--- config.mk ---
export PLATFORM = sky130hd
export DESIGN_NAME = gbs_mul
export DESIGN_NICKNAME = d
export VERILOG_FILES = /design/src/rtl/gbs_pkg.sv /design/src/rtl/gbs_mul.sv
export SDC_FILE = /design/constraint.sdc
export NUM_CORES = 1
export LEC_CHECK = 0
export ABC_AREA = 1
export BUFFER_PORTS_ARGS = -buffer_cell sky130_fd_sc_hd__buf_2
export CAP_MARGIN = 20
export CORE_ASPECT_RATIO = 1.25
export CORE_MARGIN = 3
export CORE_UTILIZATION = 31
export DETAILED_ROUTE_END_ITERATION = 16
export GPL_TIMING_DRIVEN = 0
export PLACE_DENSITY = 0.52
export RECOVER_POWER = 50
export SLEW_MARGIN = 20
export SYNTH_ARGS = -nofsm -noshare
export SYNTH_HDL_FRONTEND = slang
export SYNTH_SLANG_ARGS = --single-unit
--- constraint.sdc ---
create_clock -name vclk -period 14.77
set_clock_uncertainty 0.05 [all_clocks]
set_input_delay 1.477 -clock vclk [all_inputs]
set_output_delay 1.477 -clock vclk [all_outputs]
set_load 0.1 [all_outputs]
--- src/rtl/gbs_pkg.sv ---
// ----------------------------------------------------------------------------
// gbs_pkg
// Shared types and constants for the greedy box suppression block.
// ----------------------------------------------------------------------------
package gbs_pkg;

  localparam int COORD_W = 16;
  localparam int CLASS_W = 7;
  localparam int CONF_W  = 16;
  localparam int THR_W   = 9;
  localparam int BOX_W   = 4 * COORD_W;
  localparam int ENTRY_W = BOX_W + CLASS_W;
  localparam int DATA_W  = 88;

  localparam logic [THR_W-1:0] THR_RESET = 9'd128;

  // Edge differences, areas and the union, all signed.
  localparam int DIFF_W  = COORD_W + 1;
  localparam int INTER_W = 2 * COORD_W;
  localparam int AREA_W  = 2 * DIFF_W - 1;
  localparam int UNI_W   = AREA_W + 2;

  // Shared multiplier: the union times the threshold is the widest product.
  localparam int MUL_A_W = UNI_W;
  localparam int MUL_B_W = DIFF_W;
  localparam int MUL_P_W = MUL_A_W + MUL_B_W;
  localparam int RATIO_W = UNI_W + THR_W;

  // Left edge in the lowest bits, as on the stream.
  typedef struct packed {
    logic [COORD_W-1:0] bottom;
    logic [COORD_W-1:0] right;
    logic [COORD_W-1:0] top;
    logic [COORD_W-1:0] left;
  } box_t;

  typedef enum logic [1:0] {
    MUL_AREA_B = 2'd0,
    MUL_INTER  = 2'd1,
    MUL_AREA_S = 2'd2,
    MUL_RATIO  = 2'd3
  } mul_op_t;

  typedef struct packed {
    box_t               new_box;
    box_t               kept_box;
    logic [COORD_W-1:0] dx;
    logic [COORD_W-1:0] dy;
    logic [UNI_W-1:0]   uni;
    logic [THR_W-1:0]   thr;
  } mul_opnd_t;

endpackage

--- src/rtl/gbs_mul.sv ---
// ----------------------------------------------------------------------------
// gbs_mul
// Shared signed multiplier with its operand selection.
// ----------------------------------------------------------------------------
module gbs_mul (
  input  gbs_pkg::mul_op_t                   op,
  input  gbs_pkg::mul_opnd_t                 opnd,
  output logic signed [gbs_pkg::MUL_P_W-1:0] prod
);

  logic signed [gbs_pkg::DIFF_W-1:0]  new_w;
  logic signed [gbs_pkg::DIFF_W-1:0]  new_h;
  logic signed [gbs_pkg::DIFF_W-1:0]  kept_w;
  logic signed [gbs_pkg::DIFF_W-1:0]  kept_h;
  logic signed [gbs_pkg::MUL_A_W-1:0] mul_a;
  logic signed [gbs_pkg::MUL_B_W-1:0] mul_b;

  // Widths and heights taken with one extra sign bit so they never wrap.
  assign new_w  = $signed({opnd.new_box.right[gbs_pkg::COORD_W-1], opnd.new_box.right})
                - $signed({opnd.new_box.left[gbs_pkg::COORD_W-1], opnd.new_box.left});
  assign new_h  = $signed({opnd.new_box.bottom[gbs_pkg::COORD_W-1], opnd.new_box.bottom})
                - $signed({opnd.new_box.top[gbs_pkg::COORD_W-1], opnd.new_box.top});
  assign kept_w = $signed({opnd.kept_box.right[gbs_pkg::COORD_W-1], opnd.kept_box.right})
                - $signed({opnd.kept_box.left[gbs_pkg::COORD_W-1], opnd.kept_box.left});
  assign kept_h = $signed({opnd.kept_box.bottom[gbs_pkg::COORD_W-1], opnd.kept_box.bottom})
                - $signed({opnd.kept_box.top[gbs_pkg::COORD_W-1], opnd.kept_box.top});

  always_comb begin
    unique case (op)
      gbs_pkg::MUL_AREA_B: begin
        mul_a = gbs_pkg::MUL_A_W'(new_w);
        mul_b = new_h;
      end
      gbs_pkg::MUL_INTER: begin
        mul_a = $signed({{(gbs_pkg::MUL_A_W - gbs_pkg::COORD_W){1'b0}}, opnd.dx});
        mul_b = $signed({1'b0, opnd.dy});
      end
      gbs_pkg::MUL_AREA_S: begin
        mul_a = gbs_pkg::MUL_A_W'(kept_w);
        mul_b = kept_h;
      end
      gbs_pkg::MUL_RATIO: begin
        mul_a = $signed(opnd.uni);
        mul_b = $signed({{(gbs_pkg::MUL_B_W - gbs_pkg::THR_W){1'b0}}, opnd.thr});
      end
      default: begin
        mul_a = '0;
        mul_b = '0;
      end
    endcase
  end

  assign prod = mul_a * mul_b;

endmodule
==> metrics <==
status completed; Mapped Area 26100 um2; P&R area growth vs syn 10.0%; DIE WIDTH roughly 270 um; hold crit path type in -> out; GRT Total Usage 22.7%; Mapped Avg Cell Area between 7 and 8 um2; number of hold buffers added after cts 0; Final min period 11.81 ns; Setup Viol. Count Final 0; most common library cell in the layout ignoring fill and taps inv_1; number of I/O port buffers around 260; Hold Path Cell Cnt 6; core area between 80000 and 90000 um2; clock buffer count 0; initial antenna violation count 3; max-cap violations 0; starting DRC count in detailed routing 1442; FMAX 0.0847 GHz; sequential cell count 0; Rel. slew slack 19.4%; Multi-input gate area 22000 um2; IO Count 258; max-slew violations 0; Setup TNS 0 ns; Post-route DRC 0; layout cells sized above 1 under 10%; Synth warnings 0; endpoints failing hold 0; worst hold endpoint prod[0]; Syn Inst Count 3661; Resize count post-CTS 0; DRT Wirelength between 90 and 100 mm; drt first pass iters 8; critical path required time between 10 and 15 ns; count of different cell masters after synthesis 47; WL per Instance 19.6 um; total vias in the final route 24200; DIE HEIGHT 330 um; largest net degree at the start of global routing 11; Vias/cell 4.83; Layout Nets between 4000 and 5000; Critical Setup Path Class in -> out; GPL Wtd Cong 0.945; Die ar. 87600 um2; total gr overflow 0; Rows 118; first-pass GRT wire length 152 mm; crit end category primary output; FF/Latch Area 0 um2; unrepaired setup endpoints after global routing false; Critical Path Fanout Max 10; CP Launch Type input port; Hold Path Origin opnd[140]; fill cell count 9103; Initial Util 31.4%; Data arrival, critical path 10.28 ns; Mapped Nets ~4600; fin crit share 80.0%; dpl hpwl 87.7 mm; Worst Tran Pin Value approximately 1.2 ns; sequential element share of the synthesized area 0%; Routed Antenna Nets 0; Critical Path Max Stage Delay 0.88 ns; most frequent cells in the layout 920 x inv_1, 779 x nand2_1, 570 x fa_1; vias in the first global route 26100; slowest cell on the critical path clkbuf_1; # Post-CTS Setup Buffers 0
==> stage by stage <==
stage	std cells	cell area, um2	worst slack (ns)	hold WS [ns]	utilization, %
finish	4999	28700	2.96	4.25	34.5
global route	4999	28700	2.62	4.27	34.5
CTS	4997	28700	3.20	4.04	34.5
detailed placement	4997	28700	3.23	4.03	34.5
global placement	4997	28700	3.24	4.04	34.5
floorplan	3661	26100	4.29	3.52	-
==> cell families (layout without fill, tap and decap cells) <==
family / count (synthesis) / after routing / synth area share [%]
xor+xnor: 45 / 45 / 1.51
buf+inv: 1028 / 1284 / 15.5
other cells: 0 / 2 / 0
fa+ha+maj: 756 / 756 / 52.7
compound gates: 308 / 308 / 6.45
simple gates: 1524 / 1524 / 23.8
==> area by class of cell <==
type / instances / share of cell area, %
inverters: 935 / 12.2
plain buffers: 93 / 1.85
multi-input cells: 2633 / 76.8
repair buffers: 256 / 4.36
well taps: 1080 / 4.71
diodes: 2 / 0.0175
==> metal layers <==
layer	vias up	GRT usage (%)	part of all wire, %
met2	672	43.6	53
li1	11300	-	-
met1	12000	25.6	37
met4	0	9.68	5.3
met3	214	1.82	4.2
met5	-	0	0
==> how the worst max path moves through the flow <==
stage              start       end  slack (ns)  depth (start not counted)
6_report       opnd[124]  prod[38]        2.96                         33
5_1_grt        opnd[124]  prod[44]        2.62                         36
4_1_cts        opnd[124]  prod[35]        3.20                         35
3_5_place_dp   opnd[124]  prod[35]        3.23                         35
3_3_place_gp    opnd[92]  prod[51]        3.24                         35
2_1_floorplan  opnd[108]  prod[25]        4.29                         38
==> critical path, delay by kind of cell <==
family	cells	cell delay (ns)
AOI/OAI and AO/OA	3	0.70
adders and majority gates	9	4.11
buffers and inverters	10	2.17
and+or+nand+nor	11	1.81
==> cell usage after synthesis (all sizes together), types with 3 or more instances <==
master  count  area (um2)
a21boi      5        41.3
a21o        6        45.0
a21oi     154         808
a31oi       3        18.8
and2        8        50.1
buf        86         503
clkbuf      7        27.5
clkinv      5        18.8
fa        570       11400
ha        186        2330
inv       930        3490
nand2     811        3130
nand3     156         798
nand3b      8        60.1
nand4      31         194
nor2      489        1850
nor3       12        65.1
o211ai      3        22.5
o21ai     120         616
o21bai     11        82.6
or2         4        25.0
xnor2      17         149
xor2       28         245
Power is not shown: default switching activity piles up to over one toggle a cycle in this logic, so the estimate is an artifact.
