`src/rtl/gbs_ram.sv`:
```
// ----------------------------------------------------------------------------
// gbs_ram
// Generic single-write, single-read RAM with a registered read port.
// ----------------------------------------------------------------------------
module gbs_ram #(
  parameter int WIDTH = 8,
  parameter int DEPTH = 16,
  parameter int AW    = (DEPTH > 1) ? $clog2(DEPTH) : 1
) (
  input  logic             clk,
  input  logic             we,
  input  logic [AW-1:0]    waddr,
  input  logic [WIDTH-1:0] wdata,
  input  logic             re,
  input  logic [AW-1:0]    raddr,
  output logic [WIDTH-1:0] rdata
);

  logic [WIDTH-1:0] mem [DEPTH];

  always_ff @(posedge clk) begin
    if (we) begin
      mem[waddr] <= wdata;
    end
  end

  // Read data holds while no read is issued.
  always_ff @(posedge clk) begin
    if (re) begin
      rdata <= mem[raddr];
    end
  end

endmodule

```
`config.mk`:
```
export PLATFORM = sky130hd
export DESIGN_NAME = gbs_ram
export DESIGN_NICKNAME = d
export VERILOG_FILES = /design/src/rtl/gbs_ram.sv
export SDC_FILE = /design/constraint.sdc
export NUM_CORES = 1
export LEC_CHECK = 0
export ABC_CLOCK_PERIOD_IN_PS = 2000
export BUFFER_PORTS_ARGS = -buffer_cell sky130_fd_sc_hd__buf_2
export CAP_MARGIN = 20
export CORE_MARGIN = 3
export CORE_UTILIZATION = 30
export CTS_BUF_LIST = sky130_fd_sc_hd__clkbuf_16
export DETAILED_ROUTE_END_ITERATION = 8
export PLACE_DENSITY = 0.52
export SLEW_MARGIN = 20
export SYNTH_ARGS = -nofsm -noshare
export SYNTH_HDL_FRONTEND = slang
export SYNTH_SLANG_ARGS = --single-unit
```
`constraint.sdc`:
```
create_clock -name clk -period 2 [get_ports clk]
set_clock_uncertainty 0.1 [all_clocks]
set_input_delay 0.4 -clock clk [delete_from_list [all_inputs] [get_ports clk]]
set_output_delay 0.4 -clock clk [all_outputs]
set_load 0.05 [all_outputs]
```
==> results of run 1 <==
==> final timing paths <==
| check | from | end | slack [ns] |
|---|---|---|---|
| worst max-delay path | raddr[0] | rdata[1]$_DFFE_PP_ | 0.34 |
| worst min-delay path | wdata[5] | mem[8][5]$_DFFE_PP_ | 0.26 |
| worst max register to register | mem[9][5]$_DFFE_PP_ | rdata[5]$_DFFE_PP_ | 0.40 |
| worst min register to register | mem[14][7]$_DFFE_PP_ | rdata[7]$_DFFE_PP_ | 0.65 |
==> logic make-up after synthesis <==
logic type             share of synthesized area (%)
buffers and inverters                           1.65
muxes                                           14.8
and+or+nand+nor                                 3.14
AOI/OAI and AO/OA                               2.30
DFF                                             78.1
==> state kept, by name, indices dropped and copies added, names as in the netlist <==
signal  flops
mem       128
rdata       8
==> cell type report <==
cell class	instances	area share, %
well taps	220	4.33
clock buffers	17	6.69
clock inverters	15	2.28
flip-flops and latches	136	64.3
repair buffers	51	5.79
multi-input cells	83	16.6
==> layout by cell type, fill, tap and decap left out <==
| cell | count |
|---|---|
| mux4_1 | 14 |
| and2_1 | 1 |
| clkinvlp_4 | 2 |
| nand2b_1 | 2 |
| or3b_2 | 1 |
| bufinv_16 | 3 |
| buf_4 | 21 |
| clkinv_2 | 2 |
| buf_12 | 4 |
| edfxtp_1 | 136 |
| clkinv_1 | 4 |
| a22oi_1 | 16 |
| nor2b_1 | 1 |
| nor3_1 | 4 |
| clkbuf_16 | 17 |
| nor2_1 | 13 |
| buf_2 | 26 |
| nand3_1 | 1 |
| nand2_1 | 9 |
| inv_1 | 4 |
| and2b_1 | 1 |
| mux4_2 | 18 |
| nand3b_1 | 2 |
==> layer usage <==
metal  global-route usage (%)  wire, um  vias to the layer above
met4                     4.37       121                        0
met1                     16.8      4990                     1251
met5                        0         0                        -
met3                     3.73       627                       12
li1                         -         -                     1101
met2                     18.3      5180                       65
==> power by group through the flow <==
stage | registers, mW | logic, mW | clock network, mW
2_1_floorplan | 3.33 | 0.162 | 0
3_3_place_gp | 3.29 | 0.357 | 0
3_5_place_dp | 3.29 | 0.365 | 0
4_1_cts | 3.23 | 0.366 | 3.06
6_report | 3.23 | 0.356 | 2.98
5_1_grt | 3.23 | 0.389 | 3.18
==> stage by stage <==
step / power, mW / hold WS (ns) / util, %
final: 6.57 / 0.264 / 37.8
after detailed placement: 3.66 / 0.644 / 34.4
after global routing: 6.80 / 0.258 / 37.8
after global placement: 3.65 / 0.641 / 34.4
after floorplan: 3.49 / 0.399 / -
after CTS: 6.66 / 0.248 / 37.8
==> impl_metrics.toml, run 1 <==
[placed_design]
place_worst_setup_slack_ns = -0.116
placedInstanceArea_um2 = 5780
numPortBuffers = 26
globalplace.congestion = 0.687
numPlacedInstances = 490
detailedPlacementHpwl_mm = 7.13

[detailed_routing]
drt_iter0_markers = 192
count_of_antenna_violating_nets_left_after_detailed_routing = 0
routed_wl_mm = 10.9
firstDrtPassIters = 4
via_count = 2429
viasPerCell = 4.65
post_dr_wirelength_cell_um = 20.9
remaining_drc_errors = 0

[cts]
clock_tree.htree_level_count = 4
cts_buffer_depth = 2
tritoncts = "done"
post_cts_repair_resize_count = 0
post_cts.repair.setup_buffers = 0
hold_buffers = 0
cts.reportedPaths.clkPinSlew_ns = 0.06
clk_root_buffer_cell = "clkbuf_16"
insertion_delay_ns = 0.41
tritoncts.num_buffers = 17
cts_sinks = 136

[power]
clock_network_fraction_of_design_power_pct = 45.4
vdd_ir_drop_max_mv = 0.601
p_int_mw = 5.27
sequentialPowerShare_pct = 49.2
p_switching_mw = 1.31
sw_frac_of_total_pct = 19.9
cellPowerDensity_nw_per_um2 = 1030
power.share.combinational_pct = 5.4
leakagePower_nw = 2.14

[critical_path]
critical-path-max-stage-delay_ns = 0.59
path_common_cell = "buf_12"
timing.critical_path.cells = "buf_2 > buf_12 > buf_12 > mux4_1 > a22oi_1 > nand2_1"
timing.critical_path.arrival_ns = 1.72
cp_data_required_time_ns = 2.06
crit_path_end_kind = "flip-flop"
crit_path_start_kind = "input port"
cp_num_buf_inv = 3
ff2ff_path_depth = 3
timing.critical_path.fanout_max = 16
critical-path-slowest-cell = "mux4_1"
path_delay_family = "multiplexers"
worstSetupPathDepth = 6
worstSetupPathType = "input port to flip-flop"

[synth]
post-synth-top-area-fraction_pct = 78.1
count_of_flip_flops_with_a_built_in_enable_after_synthesis = 136
synthFlopType = "edfxtp_1"
post_synth.cell_area_avg_um2 = 22.8
synthesis.instances = 229
synth.most_common_cell = "edfxtp_1"
ys_seq_area_share_pct = 78.1
synth_top_cell_by_area = "edfxtp_1"
yosys_register_bits = 136
synth-warning-count = 0
distinct_cell_type_count_after_synthesis = 18
postSynth.asyncResetShare_pct = 0
syn-num-nets = 248
synthTopCellsByArea = "edfxtp_1 (78%), mux4_2 (7.8%), mux4_1 (7.0%)"
mappedNetlistArea_um2 = 5230
synthTopCellsByCount = "edfxtp_1 (136), mux4_2 (18), a22oi_1 (16)"

[run_status]
run_status = "complete, no violations"

[sta]
tightest_slew_ns = 0.875
setup_ws_ns = 0.339
slew_violations = 0
setup_total_negative_slack_ns = 0
rsz0062_at_grt = "false"
slew_headroom_pct = 41.6
timing.final.setup_violations = 0
timing.fmax_mhz = 602
final_hold_violating_endpoints = 0
final.period_utilization_pct = 83.1
period_minus_slack_ns = 1.66

[floorplan]
floorplan.initialDensity_pct = 31.1
core-area_um2 = 16800
floorplan.die.height_um = 138
rows = 47
die-area_um2 = 19000
boundaryPins = 27
die_x_um = 138

[layout]
layout-drive-gt1-share_pct = 31.1
area_growth_from_synthesis_to_layout_pct = 21.6
instances_no_fill = 522
finalNetCount = 308
area_used_by_multi_input_combinational_logic_um2 = 1060
post-route-cell-area_um2 = 6350
seq_area_um2 = 4080
n_fill_cell = 1564
insertedDiodeCount = 0

[flow_run]
drv_cap = 0

[global_route]
largest_net_degree_at_the_start_of_global_routing = 17
gr-usage-all-layers_pct = 12.2
via_count_of_the_first_global_routing_pass = 2652
globalRoute.totalOverflow = 0
grt_pass1_wl_mm = 16.7
grt_antenna_before_repair = 0

[worst_hold_path]
min_delay_path_depth = 1
hold_removal_path_class = "input port to flip-flop"
(Power assumes the default switching activity.)
==> run 2, diff against run 1 <==
Settings changed: ABC_AREA set to 1, ABC_CLOCK_PERIOD_IN_PS 2000 to 1600, PLACE_DENSITY 0.52 to 0.51.
Clock period 2 ns to 1.6 ns, I/O delays scaled along.
==> impl_metrics.toml, run 2 <==
[run_status]
run_status = "complete, no violations"

[synth]
yosys-mux-area-fraction_pct = 0
synthTopCellsByArea = "edfxtp_1 (70%), nand2_1 (11%), nand3_1 (8.3%)"
synth_compound_gate_area_share_pct = 0
mappedNetlistArea_um2 = 5850
distinct_cell_type_count_after_synthesis = 11
syn-num-nets = 570
post_synthesis_share_of_cell_area_spent_on_and_or_nand_and_nor_gates_pct = 20.8
synthTopCellsByCount = "nand2_1 (173), edfxtp_1 (136), inv_1 (100)"
post_synth.cell_area_avg_um2 = 10.6
synthFlopType = "edfxtp_1"
yosys_register_bits = 136
synth_xor_area_share_pct = 0
synth.most_common_cell = "nand2_1"
synth-warning-count = 0
postSynth.asyncResetShare_pct = 0
synth_top_cell_by_area = "edfxtp_1"
ys_seq_area_share_pct = 69.8
synthesis.instances = 551
count_of_flip_flops_with_a_built_in_enable_after_synthesis = 136
post-synth-top-area-fraction_pct = 69.8
main_combinational_cell_family_by_area_after_synthesis = "simple AND/OR/NAND/NOR gates"
post_synth_fa_ha_maj_area_fraction_pct = 0

[detailed_routing]
firstDrtPassIters = 4
viasPerCell = 4.33
remaining_drc_errors = 0
drt_iter0_markers = 274
count_of_antenna_violating_nets_left_after_detailed_routing = 0
routed_wl_mm = 12.8
via_count = 3766
post_dr_wirelength_cell_um = 14.8

[layout]
insertedDiodeCount = 0
largest_register_ff_count = 128
area_growth_from_synthesis_to_layout_pct = 17.7
post-route-cell-area_um2 = 6880
max_flop_register = "mem"
n_fill_cell = 1914
layout-drive-gt1-share_pct = 12.0
layout.cells.most_common_list = "nand2_1 (173), edfxtp_1 (136), inv_1 (105)"
layout.cells.most_common = "nand2_1"
biggestRegsByFlops = "mem (128), rdata (8)"
finalNetCount = 617

[global_route]
via_count_of_the_first_global_routing_pass = 3716
globalRoute.totalOverflow = 0
grt_antenna_before_repair = 0
gr-usage-all-layers_pct = 12.9
largest_net_degree_at_the_start_of_global_routing = 38
grt_pass1_wl_mm = 20.8

[cts]
cts_sinks = 136
clock_tree.htree_level_count = 4
clk_root_buffer_cell = "clkbuf_16"
insertion_delay_ns = 0.42
tritoncts.num_buffers = 17
tritoncts = "done"
cts_buffer_depth = 2
cts.reportedPaths.clkPinSlew_ns = 0.05
hold_buffers = 0
post_cts.repair.setup_buffers = 0
post_cts_repair_resize_count = 0

[floorplan]
rows = 50
core-area_um2 = 19000
floorplan.die.height_um = 146
floorplan.initialDensity_pct = 30.8
boundaryPins = 27
die_x_um = 146
die-area_um2 = 21200

[power]
power.total_mw = 7.91
vdd_ir_drop_max_mv = 0.655
leakagePower_nw = 2.95
sw_frac_of_total_pct = 21.4
power.share.combinational_pct = 6.8
cellPowerDensity_nw_per_um2 = 1150
clock_network_fraction_of_design_power_pct = 42.1
p_switching_mw = 1.69
sequentialPowerShare_pct = 51.1
p_int_mw = 6.22

[critical_path]
crit_path_end_kind = "output port"
crit_path_start_kind = "flip-flop"
critical-path-max-stage-delay_ns = 0.39
timing.critical_path.fanout_max = 1
cp_data_required_time_ns = 1.18
worstSetupPathType = "flip-flop to output port"
cp_num_buf_inv = 1
timing.critical_path.cells = "buf_2"
timing.critical_path.arrival_ns = 1.11
critical-path-slowest-cell = "edfxtp_1"
path_delay_family = "flip-flops"

[sta]
timing.final.setup_violations = 0
timing.fmax_mhz = 654
tightest_slew_ns = 0.648
rsz0062_at_grt = "false"
slew_headroom_pct = 56.8
slew_violations = 0
final.period_utilization_pct = 95.5
final_hold_violating_endpoints = 0
period_minus_slack_ns = 1.53

[placed_design]
detailedPlacementHpwl_mm = 8.55
globalplace.congestion = 0.755
numPortBuffers = 26
placedInstanceArea_um2 = 6380

[worst_hold_path]
hold_removal_path_class = "input port to flip-flop"

[flow_run]
drv_cap = 0
==> run 2: cells by family after synthesis <==
group / after synthesis
and+or+nand+nor: 289
DFF: 136
buffers and inverters: 126
==> run 2: path summary, 6_finish.rpt <==
check                       start  cells past startpoint  slack [ns]                 end
min reg2reg  mem[10][0]$_DFFE_PP_                      6        0.62  rdata[0]$_DFFE_PP_
max reg2reg   mem[7][3]$_DFFE_PP_                      6        0.42  rdata[3]$_DFFE_PP_
min                            re                      1        0.18  rdata[1]$_DFFE_PP_
max            rdata[0]$_DFFE_PP_                      1        0.07            rdata[0]
==> run 2: layer usage <==
layer,vias to the layer above,part of all wire [%],GRT usage (%)
li1,1875,-,-
met1,1810,46,17.1
met2,68,48,20.6
met3,13,4.2,2.77
met4,0,1.5,5.51
met5,-,0,0
==> run 2: area by class of cell <==
type | instances | area [um^2] | share of cell area (%)
timing repair buffer | 52 | 375 | 5.45
multi-input combinational | 289 | 1210 | 17.6
inverter | 102 | 383 | 5.56
clock inverter | 13 | 76.3 | 1.11
tap | 260 | 325 | 4.73
clock buffer | 17 | 425 | 6.18
sequential | 136 | 4080 | 59.3
==> run 2: metrics by stage <==
| stage | setup TNS [ns] | hold WS (ns) | utilization [%] | cells | setup WS (ns) |
|---|---|---|---|---|---|
| after floorplan | 0 | 0.319 | - | 551 | 0.229 |
| final | 0 | 0.183 | 36.3 | 869 | 0.0715 |
| after global routing | 0 | 0.174 | 36.3 | 869 | 0.0395 |
| after global placement | -0.163 | 0.606 | 33.7 | 839 | -0.0525 |
| after CTS | 0 | 0.161 | 36.3 | 869 | 0.0531 |
| after detailed placement | -0.253 | 0.607 | 33.7 | 839 | -0.0801 |
==> run 2: power groups by stage <==
stage,clock network (mW),registers (mW),logic [mW]
2_1_floorplan,0,4.17,0.281
3_3_place_gp,0,4.12,0.542
3_5_place_dp,0,4.12,0.547
4_1_cts,3.41,4.04,0.549
5_1_grt,3.58,4.05,0.605
6_report,3.33,4.04,0.537
